## src/rsd_pkg.sv

```systemverilog
// Shared types and constants for the row standard deviation block.
`timescale 1ns / 1ps

package rsd_pkg;

	localparam int DEF_MAX_COLUMNS  = 1024;
	localparam int DEF_SAMPLE_WIDTH = 16;

	localparam int CFG_W   = 11;   // row_length register width
	localparam int LEN_W   = 17;   // effective row length, holds up to 65536
	localparam int SUM_W   = 48;   // squared-difference accumulator
	localparam int ROOT_W  = SUM_W / 2;
	localparam int REM_W   = ROOT_W + 1;
	localparam int STEP_W  = $clog2(SUM_W);
	localparam int DEV_W   = 16;
	localparam int SQ_IN_W = 24;   // magnitudes at or above 2^24 saturate the square

	localparam int QUEUE_DEPTH = 2;
	localparam int QPTR_W      = $clog2(QUEUE_DEPTH);
	localparam int QCNT_W      = $clog2(QUEUE_DEPTH + 1);

	localparam logic [SUM_W-1:0] SUM_MAX = {SUM_W{1'b1}};
	localparam logic [DEV_W-1:0] DEV_MAX = {DEV_W{1'b1}};

	// One finished row waiting for the divide and square root.
	typedef struct packed {
		logic [SUM_W-1:0] sum;
		logic [LEN_W-1:0] len;
	} rsd_entry_t;

	typedef enum logic [1:0] {
		BK_IDLE,
		BK_DIV,
		BK_SQRT,
		BK_DONE
	} rsd_back_state_t;

endpackage

```

## src/rsd_front.sv

```systemverilog
// Front end: sample intake, squared difference and row accumulation.
`timescale 1ns / 1ps

module rsd_front #(
	parameter int MAX_COLUMNS  = rsd_pkg::DEF_MAX_COLUMNS,
	parameter int SAMPLE_WIDTH = rsd_pkg::DEF_SAMPLE_WIDTH
) (
	input  logic                          clk,
	input  logic                          arst_n,
	input  logic                          row_length_we,
	input  logic [rsd_pkg::CFG_W-1:0]     row_length,
	input  logic                          in_valid,
	output logic                          in_ready,
	input  logic [SAMPLE_WIDTH-1:0]       sample,
	input  logic [SAMPLE_WIDTH-1:0]       row_mean,
	output logic                          push,
	output rsd_pkg::rsd_entry_t           push_data,
	input  logic                          q_full
);
	import rsd_pkg::*;

	localparam int MW    = SAMPLE_WIDTH + 1;
	localparam int CNT_W = $clog2(MAX_COLUMNS + 1);

	logic [CFG_W-1:0]   row_length_q;
	logic [CNT_W-1:0]   cnt_q;
	logic [CNT_W-1:0]   cnt_inc;
	logic [LEN_W-1:0]   len_eff;
	logic               adv;
	logic               accept;
	logic               last_in;
	logic [MW-1:0]      diff;
	logic [MW-1:0]      mag;
	logic               big;

	logic               v_s1;
	logic               last_s1;
	logic               big_s1;
	logic [SQ_IN_W-1:0] m_s1;
	logic               v_s2;
	logic               last_s2;
	logic [SUM_W-1:0]   sq_s2;

	logic [SUM_W-1:0]   sum_q;
	logic [SUM_W:0]     sum_wide;
	logic [SUM_W-1:0]   total;

	// Zero length acts as one, lengths past the column limit clamp to it.
	always_comb begin
		if (row_length_q == '0) begin
			len_eff = LEN_W'(1);
		end else if (32'(row_length_q) > 32'(MAX_COLUMNS)) begin
			len_eff = LEN_W'(MAX_COLUMNS);
		end else begin
			len_eff = LEN_W'(row_length_q);
		end
	end

	// Hold the whole front only when a row end meets a full queue.
	assign adv      = !(v_s2 && last_s2 && q_full);
	assign in_ready = adv;
	assign accept   = in_valid && adv;

	assign cnt_inc = cnt_q + CNT_W'(1);
	assign last_in = LEN_W'(cnt_inc) >= len_eff;

	assign diff = {sample[SAMPLE_WIDTH-1], sample} - {row_mean[SAMPLE_WIDTH-1], row_mean};
	assign mag  = diff[MW-1] ? (~diff + MW'(1)) : diff;
	assign big  = (34'(mag) >> SQ_IN_W) != 34'(0);

	assign sum_wide = {1'b0, sum_q} + {1'b0, sq_s2};
	assign total    = (sum_wide >= {1'b0, SUM_MAX}) ? SUM_MAX : sum_wide[SUM_W-1:0];

	assign push           = v_s2 && last_s2 && adv;
	assign push_data.sum  = total;
	assign push_data.len  = len_eff;

	always_ff @(posedge clk or negedge arst_n) begin
		if (!arst_n) begin
			row_length_q <= CFG_W'(1);
			cnt_q        <= '0;
			v_s1         <= 1'b0;
			v_s2         <= 1'b0;
			sum_q        <= '0;
		end else begin
			if (row_length_we) begin
				row_length_q <= row_length;
			end
			if (accept) begin
				cnt_q <= last_in ? '0 : cnt_inc;
			end
			if (adv) begin
				v_s1 <= accept;
				v_s2 <= v_s1;
				if (v_s2) begin
					sum_q <= last_s2 ? '0 : total;
				end
			end
		end
	end

	always_ff @(posedge clk) begin
		if (adv) begin
			last_s1 <= last_in;
			big_s1  <= big;
			m_s1    <= SQ_IN_W'(34'(mag));
			last_s2 <= last_s1;
			sq_s2   <= big_s1 ? SUM_MAX : (SUM_W'(m_s1) * SUM_W'(m_s1));
		end
	end

endmodule

```

## src/rsd_fifo.sv

```systemverilog
// Two-entry queue of finished row sums between front and back end.
`timescale 1ns / 1ps

module rsd_fifo (
	input  logic                clk,
	input  logic                arst_n,
	input  logic                push,
	input  rsd_pkg::rsd_entry_t push_data,
	input  logic                pop,
	output rsd_pkg::rsd_entry_t pop_data,
	output logic                full,
	output logic                empty
);
	import rsd_pkg::*;

	rsd_entry_t        entries [QUEUE_DEPTH];
	logic [QPTR_W-1:0] wr_ptr_q;
	logic [QPTR_W-1:0] rd_ptr_q;
	logic [QCNT_W-1:0] cnt_q;

	assign full     = cnt_q == QCNT_W'(QUEUE_DEPTH);
	assign empty    = cnt_q == '0;
	assign pop_data = entries[rd_ptr_q];

	always_ff @(posedge clk or negedge arst_n) begin
		if (!arst_n) begin
			wr_ptr_q <= '0;
			rd_ptr_q <= '0;
			cnt_q    <= '0;
		end else begin
			if (push) begin
				wr_ptr_q <= (32'(wr_ptr_q) == QUEUE_DEPTH - 1) ? '0 : wr_ptr_q + QPTR_W'(1);
			end
			if (pop) begin
				rd_ptr_q <= (32'(rd_ptr_q) == QUEUE_DEPTH - 1) ? '0 : rd_ptr_q + QPTR_W'(1);
			end
			if (push && !pop) begin
				cnt_q <= cnt_q + QCNT_W'(1);
			end else if (pop && !push) begin
				cnt_q <= cnt_q - QCNT_W'(1);
			end
		end
	end

	always_ff @(posedge clk) begin
		if (push) begin
			entries[wr_ptr_q] <= push_data;
		end
	end

endmodule

```

## src/rsd_back.sv

```systemverilog
// Back end: bit-serial divide by row length, then digit-serial square root.
`timescale 1ns / 1ps

module rsd_back (
	input  logic                          clk,
	input  logic                          arst_n,
	input  logic                          q_empty,
	input  rsd_pkg::rsd_entry_t           q_data,
	output logic                          pop,
	output logic                          out_valid,
	input  logic                          out_ready,
	output logic [rsd_pkg::DEV_W-1:0]     deviation
);
	import rsd_pkg::*;

	rsd_back_state_t   state_q;
	rsd_back_state_t   state_d;
	logic              div_en;
	logic              sqrt_en;
	logic              load_out;
	logic              last_div;
	logic              last_sqrt;

	logic [SUM_W-1:0]  dq_q;      // dividend shifting out, quotient shifting in
	logic [REM_W-1:0]  rem_q;
	logic [ROOT_W-1:0] root_q;
	logic [LEN_W-1:0]  len_q;
	logic [STEP_W-1:0] step_q;
	logic              out_valid_q;
	logic [DEV_W-1:0]  deviation_q;

	logic [LEN_W:0]    div_sh;
	logic              div_ge;
	logic [LEN_W:0]    div_rem;
	logic [REM_W+1:0]  sq_sh;
	logic [REM_W+1:0]  sq_trial;
	logic              sq_ge;
	logic [REM_W+1:0]  sq_rem;

	assign last_div  = step_q == STEP_W'(SUM_W - 1);
	assign last_sqrt = step_q == STEP_W'(ROOT_W - 1);

	// One quotient bit per cycle.
	assign div_sh  = {rem_q[LEN_W-1:0], dq_q[SUM_W-1]};
	assign div_ge  = div_sh >= {1'b0, len_q};
	assign div_rem = div_ge ? (div_sh - {1'b0, len_q}) : div_sh;

	// One root bit per cycle from two bits of the quotient.
	assign sq_sh    = {rem_q, dq_q[SUM_W-1 -: 2]};
	assign sq_trial = (REM_W+2)'({root_q, 2'b01});
	assign sq_ge    = sq_sh >= sq_trial;
	assign sq_rem   = sq_ge ? (sq_sh - sq_trial) : sq_sh;

	always_ff @(posedge clk or negedge arst_n) begin
		if (!arst_n) begin
			state_q <= BK_IDLE;
		end else begin
			state_q <= state_d;
		end
	end

	always_comb begin
		state_d  = state_q;
		pop      = 1'b0;
		div_en   = 1'b0;
		sqrt_en  = 1'b0;
		load_out = 1'b0;
		unique case (state_q)
			BK_IDLE: begin
				if (!q_empty) begin
					pop     = 1'b1;
					state_d = BK_DIV;
				end
			end
			BK_DIV: begin
				div_en = 1'b1;
				if (last_div) begin
					state_d = BK_SQRT;
				end
			end
			BK_SQRT: begin
				sqrt_en = 1'b1;
				if (last_sqrt) begin
					state_d = BK_DONE;
				end
			end
			BK_DONE: begin
				if (!out_valid_q || out_ready) begin
					load_out = 1'b1;
					state_d  = BK_IDLE;
				end
			end
			default: begin
				state_d = BK_IDLE;
			end
		endcase
	end

	always_ff @(posedge clk) begin
		if (pop) begin
			dq_q   <= q_data.sum;
			len_q  <= q_data.len;
			rem_q  <= '0;
			step_q <= '0;
		end else if (div_en) begin
			dq_q <= {dq_q[SUM_W-2:0], div_ge};
			if (last_div) begin
				rem_q  <= '0;
				root_q <= '0;
				step_q <= '0;
			end else begin
				rem_q  <= REM_W'(div_rem[LEN_W-1:0]);
				step_q <= step_q + STEP_W'(1);
			end
		end else if (sqrt_en) begin
			dq_q   <= {dq_q[SUM_W-3:0], 2'b00};
			rem_q  <= sq_rem[REM_W-1:0];
			root_q <= {root_q[ROOT_W-2:0], sq_ge};
			step_q <= step_q + STEP_W'(1);
		end
		if (load_out) begin
			deviation_q <= (root_q > ROOT_W'(DEV_MAX)) ? DEV_MAX : root_q[DEV_W-1:0];
		end
	end

	always_ff @(posedge clk or negedge arst_n) begin
		if (!arst_n) begin
			out_valid_q <= 1'b0;
		end else if (load_out) begin
			out_valid_q <= 1'b1;
		end else if (out_ready) begin
			out_valid_q <= 1'b0;
		end
	end

	assign out_valid = out_valid_q;
	assign deviation = deviation_q;

endmodule

```

## src/row_standard_deviation.sv

```systemverilog
// Row standard deviation top level: front end, row queue and back end.
// Path of a row's result after its last beat is accepted:
//   2 front stages into the queue, 1 queue pop, 48 divide steps, 24 root steps, 1 output load.
// Throughput: one sample beat per cycle; the back end takes one row at a time from the queue,
//   so rows that arrive faster than it finishes them stall the input once both queue entries are full.
// Reset: arst_n clears the accumulator, column count, queue and out_valid; row_length reads 1.
`timescale 1ns / 1ps

module row_standard_deviation #(
	parameter int MAX_COLUMNS  = rsd_pkg::DEF_MAX_COLUMNS,
	parameter int SAMPLE_WIDTH = rsd_pkg::DEF_SAMPLE_WIDTH
) (
	input  logic                      clk,
	input  logic                      arst_n,
	input  logic                      row_length_we,
	input  logic [rsd_pkg::CFG_W-1:0] row_length,
	input  logic                      in_valid,
	output logic                      in_ready,
	input  logic [SAMPLE_WIDTH-1:0]   sample,
	input  logic [SAMPLE_WIDTH-1:0]   row_mean,
	output logic                      out_valid,
	input  logic                      out_ready,
	output logic [rsd_pkg::DEV_W-1:0] deviation
);
	import rsd_pkg::*;

	// Queue handshake between the two halves.
	logic       push;
	rsd_entry_t push_data;
	logic       pop;
	rsd_entry_t pop_data;
	logic       q_full;
	logic       q_empty;

	// Front end: take one beat per cycle unless a full queue stalls it, square the
	// difference from the row mean, accumulate, and hand the finished row sum and length to the queue.
	rsd_front #(
		.MAX_COLUMNS (MAX_COLUMNS),
		.SAMPLE_WIDTH(SAMPLE_WIDTH)
	) u_front (
		.clk          (clk),
		.arst_n       (arst_n),
		.row_length_we(row_length_we),
		.row_length   (row_length),
		.in_valid     (in_valid),
		.in_ready     (in_ready),
		.sample       (sample),
		.row_mean     (row_mean),
		.push         (push),
		.push_data    (push_data),
		.q_full       (q_full)
	);

	// Short queue so accumulation of the next rows continues while the back
	// end is still dividing.
	rsd_fifo u_fifo (
		.clk      (clk),
		.arst_n   (arst_n),
		.push     (push),
		.push_data(push_data),
		.pop      (pop),
		.pop_data (pop_data),
		.full     (q_full),
		.empty    (q_empty)
	);

	// Back end: floor(sum / length), then floor square root, saturate to 16 bits,
	// and hold the result in the output register until taken.
	rsd_back u_back (
		.clk      (clk),
		.arst_n   (arst_n),
		.q_empty  (q_empty),
		.q_data   (pop_data),
		.pop      (pop),
		.out_valid(out_valid),
		.out_ready(out_ready),
		.deviation(deviation)
	);

	// The front must never push into a full queue.
	assert property (@(posedge clk) disable iff (!arst_n) !(push && q_full))
		else $error("row sum pushed into full queue");

	// The back end must never pop an empty queue.
	assert property (@(posedge clk) disable iff (!arst_n) !(pop && q_empty))
		else $error("row sum popped from empty queue");

	// Input stalls only while the queue is full.
	assert property (@(posedge clk) disable iff (!arst_n) !in_ready |-> q_full)
		else $error("input stalled with room in queue");

endmodule
```

## config.mk

```make
export PLATFORM = sky130hd
export DESIGN_NAME = row_standard_deviation
export DESIGN_NICKNAME = d
export VERILOG_FILES = /design/src/rsd_pkg.sv /design/src/rsd_front.sv /design/src/rsd_fifo.sv /design/src/rsd_back.sv /design/src/row_standard_deviation.sv
export SDC_FILE = /design/constraint.sdc
export NUM_CORES = 1
export LEC_CHECK = 0
export ABC_AREA = 1
export BUFFER_PORTS_ARGS = -buffer_cell sky130_fd_sc_hd__buf_4
export CAP_MARGIN = 20
export CORE_UTILIZATION = 57
export CTS_CLUSTER_SIZE = 16
export DETAILED_ROUTE_END_ITERATION = 7
export HOLD_SLACK_MARGIN = 0.15
export PLACE_DENSITY = 0.85
export SLEW_MARGIN = 20
export SYNTH_ARGS = -nofsm -noshare
export SYNTH_HDL_FRONTEND = slang
export SYNTH_HIERARCHICAL = 1
export SYNTH_SLANG_ARGS = --single-unit
```

## constraint.sdc

```tcl
create_clock -name clk -period 7.8 [get_ports clk]
set_clock_uncertainty 0.05 [all_clocks]
set_input_delay 1.17 -clock clk [delete_from_list [all_inputs] [get_ports clk]]
set_output_delay 1.17 -clock clk [all_outputs]
set_load 0.02 [all_outputs]
```

======== Yosys cells after proc, flatten, opt, wreduce, memory -nomap -nowiden ========
Memories as Yosys holds them, arrays and structs flattened.
Index checks and enable logic that the tools add are counted.
storage, ports and cells
  memories kept ........................... 1
  bits in latches ......................... 0
  register bits after elaboration ......... 282
  logic and storage cells ................. 114
  bits of input ports ..................... 48
  memory bits (writable) .................. 118
  output and inout port bits .............. 18
  ROM bits ................................ 0
operators by class
  order comparisons ....................... 6
  equality and inequality tests ........... 11
  reduce and logical (&&, ||, !) cells .... 21
  multiply operators ...................... 1
  div/mod/pow operators ................... 0
  shifts and indexed selects .............. 0
  mux-type cells .......................... 39
  add/subtract/negate cells ............... 11
  bitwise logic cells ..................... 3
memory list
  memory          depth  width  read ports  clocked after memory_dff  write ports  RTL line        text
  u_fifo.entries  2      59     1           0                         1            rsd_fifo.sv:16  rsd_entry_t entries [QUEUE_DEPTH];
operator list
  operator                 number
  $mux W48                 5
  $mux W25                 3
  $mux W24                 3
  $add A48 B48 Y49         1
  $ge A49 B48 Y1 const B   1
  $mul A17 B17 Y34         1
  $mux W17                 2
  $mux W11                 3
  $ge A27 B26 Y1           1
  $sub A25 B25 Y25         1
  $gt A24 B16 Y1 const B   1
  $ge A18 B17 Y1           1
  $mux W6                  3
  $add A17 B1 Y17 const B  1
  $not A17 Y17             1
  $sub A16 B16 Y17         1
  $sub A17 B17 Y17         1
  $mux W16                 1
  $mux W1                  12
  $mux W2                  6
  $add A11 B1 Y11 const B  1
  $ge A11 B11 Y1           1
  $gt A11 B11 Y1 const B   1
  $logic_not A11 Y1        1
  21 further kinds         39

======== Logic depth before layout (Yosys ltp) ========
  word-level depth ........................ 8
  mapped depth ............................ 28
  gate-level depth less buffers ........... 26

======== By module ========
Netlist, hierarchy kept.
modules (own cells, without submodules)
  module     area each (µm²)  times used  cells each
  rsd_front  18540.3          1           2606
  rsd_back   9750.6           1           1348
  rsd_fifo   5058.6           1           227

======== Worst setup path before layout ========
Ideal clock, no wire load.
  path kind ............................... flip-flop to flip-flop
  from .................................... register u_front.m_s1[5]
  to ...................................... register u_front.sq_s2[32], data pin
  slack ................................... 1.636 ns
  arrival ................................. 5.856 ns
  stages on the path, launching flop included .. 25
  setup time .............................. 0.258 ns
  buffers on the path ..................... 2
  clock period less this slack ............ 6.164 ns
  data required time ...................... 7.492 ns
  cell sequence ........................... edfxtp_1 > clkbuf_1 > clkbuf_1 > nand2_1 > fa_1 > inv_1 > fa_1 > inv_1 > fa_1 > inv_1 > fa_1 > fa_1 > inv_1 > fa_1 > inv_1 > ha_1 > a21oi_1 > inv_1 > a21oi_1 > o21ai_0 > a21oi_1 > o21ai_0 > nand2_1 > nand2_1 > xor2_1
on the way
  longest elaborated chain between the ends .. 1
ends and longest elaborated chain
  what                    RTL line          text
  start, declared         rsd_front.sv:39   logic [SQ_IN_W-1:0] m_s1;
  start signal, assigned  rsd_front.sv:106  m_s1 <= SQ_IN_W'(34'(mag));
  $mul A17 B17 Y34        rsd_front.sv:108  sq_s2 <= big_s1 ? SUM_MAX : (SUM_W'(m_s1) * SUM_W'(m_s1));
  end signal, assigned    rsd_front.sv:108
  end, declared           rsd_front.sv:42   logic [SUM_W-1:0] sq_s2;
No other way between the ends.
A chain may end at the register's enable or synchronous reset.

======== Worst setup path after layout ========
  from .................................... register u_front.m_s1[4]
  to ...................................... register u_front.sq_s2[32], data pin
The elaborated chain is that of the path after synthesis.

==> flow_summary.json <==
{
  "status": "completed",
  "ys_dominant_reg_cell": "edfxtp_1",
  "max_slew_margin_pct": 36.6,
  "fin_crit_ns": 6.98,
  "setup_violations": 0,
  "layout-drive-gt1-share_pct": 7.47,
  "antenna_cells": 0,
  "grt_pass1_wl_um": 131000,
  "worst_r2r_endpoint": "u_front/sq_s2[32]",
  "drv_cap": 0,
  "wl_met3_um": 5500,
  "final_nets": 4662,
  "cp-start-kind": "flop",
  "grt_max_degree": 82,
  "syn-cell-area_sq_um": 33300,
  "worstPathRequired_ns": 8.08,
  "die_y_um": 244,
  "clock-sinks": 397,
  "gp_congestion": 0.973,
  "start_util_pct": 57.7,
  "cp_max_fo": 18,
  "port_buffers": 65,
  "gr-total-overflow": 0,
  "min_from": "u_front/last_s1",
  "yosysUniqueCellTypes": 61,
  "dpl.hpwl_um": 61900,
  "top_layer_used": "met4",
  "synthArstFlopShare_pct": 19.9,
  "dieArea_sq_um": 59500,
  "viasPerCell": 5.40,
  "vias": 27000,
  "end_kind": "flop",
  "crit_type": "flop to flop",
  "synth_edf_count": 287,
  "worstHoldEndpoint": "u_front/last_s2",
  "synth.avg_cell_area_sq_um": 7.98,
  "finalHoldViolations": 0,
  "finalSetupTns_ns": 0,
  "cts.repair.resized": 0,
  "cts_max_level": 2,
  "fin_util_pct": 62.0,
  "cts_max_path_buffers": 3,
  "startpoint": "u_front/m_s1[4]",
  "r2r-start": "u_front/m_s1[4]",
  "root_buffer": "clkbuf_16",
  "die_w_um": 244,
  "grt_pass1_vias": 26600,
  "route.detailed.drc": 0,
  "antenna_found_initial": 0,
  "postCtsSetupRepairBufs": 0,
  "hold_path_depth": 0,
  "r2r_cells": 24,
  "wl_met2_um": 38600,
  "dr.first_iter.drc_count": 2362,
  "grt.total_usage_pct": 27.2,
  "reg2reg_setup_slack_ns": 0.82,
  "drv_slew": 0,
  "clkTransAtPathRegs_ns": 0.06,
  "wl_per_cell_um": 15.9,
  "worstPathArrival_ns": 7.26,
  "rsz0062_at_grt": "false",
  "io_pins": 66,
  "ys_ff_latch": 397,
  "clock_latency_ns": 0.59,
  "fmax_mhz": 143,
  "syn_to_final_growth_pct": 7.45,
  "cts_tree": "yes",
  "cts_hold_buffers": 0,
  "post-route-period-util_pct": 89.5,
  "synth_warnings": 6,
  "cts_buffers": 43,
  "route.antenna.remaining_nets": 0,
  "fillCellCount": 4811,
  "drt_wl_total_um": 79600,
  "tightest_slew_ns": 0.950,
  "wl_met1_um": 33200,
  "ys_seq_area_share_pct": 33.6,
  "hp-class": "flop to flop",
  "fp.coreArea_sq_um": 57800,
  "drt-pass1-iter-count": 6,
  "synthCells": 4181,
  "row_count": 88
}
[metal layers]
metal / track usage (%) / vias to the layer above
met4: 9.08 / 0
met5: 0 / -
met2: 46.5 / 947
met3: 3.36 / 176
li1: - / 13100
met1: 35.7 / 12800
[placed cells by master (no fill, tap or decap), types with 31 or more instances in the layout]
master     netlist  routed
edfxtp_1       287     287
nand4_1         63      63
fa_1           194     194
o21ai_0         72      72
xor2_1          64      64
dfxtp_1         31      31
nand3_1        226     224
clkbuf_16        0      43
o221ai_1        47      47
mux2_4          40      40
buf_4            9      82
dfrtp_1         78      77
nand2_1       1211    1211
ha_1           222     222
nor2_1         268     266
a21oi_1        116     116
inv_1          906     905
[state kept, by name, summed over array words and instances (netlist names)]
signal and cells:
u_back/deviation 16, u_front/sq_s2 33, u_fifo/cnt_q 2, u_back/root_q 24
u_back/dq_q 48, u_fifo/entries 130, u_fifo/rd_ptr_q 1, u_front/last_s1 1
u_front/v_s2 1, u_front/m_s1 17, u_front/v_s1 1, u_back/out_valid 1
u_front/sum_q 48, u_fifo/wr_ptr_q 1, u_front/row_length_q 11, u_back/rem_q 25
u_back/state_q 2, u_back/len_q 17, u_front/cnt_q 11, u_back/step_q 6
u_front/last_s2 1
[cells in the mapped netlist, types with 11 or more instances]
| library cell | count | area (sq um) |
|---|---|---|
| nand4_1 | 63 | 394 |
| nand3b_1 | 17 | 128 |
| o21ai_0 | 72 | 360 |
| fa_1 | 194 | 3880 |
| nand3_1 | 226 | 1130 |
| nand2_1 | 1211 | 4550 |
| edfxtp_1 | 287 | 8620 |
| dfxtp_1 | 31 | 621 |
| dfrtp_1 | 78 | 1950 |
| inv_1 | 906 | 3400 |
| clkbuf_1 | 69 | 259 |
| a21oi_1 | 116 | 581 |
| nor2_2 | 26 | 163 |
| buf_6 | 13 | 146 |
| mux2_2 | 26 | 293 |
| buf_2 | 16 | 80.1 |
| xnor2_1 | 29 | 254 |
| xor2_1 | 64 | 561 |
| ha_1 | 222 | 2780 |
| nand3_2 | 23 | 230 |
| o221ai_1 | 47 | 412 |
| nor2_1 | 268 | 1010 |
| mux2_4 | 40 | 601 |
| nand2_2 | 11 | 68.8 |
| nor3_1 | 18 | 90.1 |
[worst max path at each step]
stage	end
floorplan	u_front/sq_s2[32]
global placement	u_front/sq_s2[32]
detailed placement	u_front/sq_s2[32]
CTS	u_front/sq_s2[32]
global route	u_front/sq_s2[32]
finish	u_front/sq_s2[32]
[cells by family (layout without fill, tap and decap cells)]
group	count (synthesis)	in the layout	synth area share, %
simple gates	1891	1891	24.0
buf+inv	1035	1082	12.1
fa+ha+maj	416	416	20.0
flops	397	397	33.6
compound gates	282	282	5.14
xor+xnor	93	93	2.44
mux	66	66	2.68
other cells	1	6	0.0112
[through the flow]
step	hold WS (ns)	instance area, sq um	setup WS [ns]	std cells
finish	0.366	35800	0.822	4998
global route	0.376	35800	0.465	4998
CTS	0.366	35800	0.854	4997
detailed placement	0.357	34400	0.875	4917
global placement	0.355	34400	1.08	4917
floorplan	0.350	33400	1.64	4186
[critical path: stages (launching register included)]
cell and delay, ns:
edfxtp_1 0.81, nand2_1 0.20, inv_1 0.13, fa_1 0.43
inv_1 0.08, fa_1 0.44, fa_1 0.52, inv_1 0.05
fa_1 0.47, fa_1 0.55, inv_1 0.06, fa_1 0.53
inv_1 0.04, ha_1 0.37, nand2_1 0.11, nor2_1 0.15
nand3_1 0.09, nand3_1 0.15, a21oi_1 0.12, o21ai_0 0.50
a21oi_1 0.27, o21ai_0 0.35, nand2_1 0.09, nand2_1 0.08
xor2_1 0.06
[cell type report]
class | count | area, sq um | share of cell area, %
inverter | 919 | 3450 | 9.63
timing repair buffer | 83 | 636 | 1.77
sequential | 397 | 11200 | 31.3
tap | 765 | 957 | 2.67
multi-input combinational | 2754 | 18100 | 50.6
clock buffer | 50 | 1130 | 3.16
clock inverter | 30 | 300 | 0.838
Power is not shown: default switching activity piles up to over one toggle a cycle in this logic, so the estimate is an artifact.
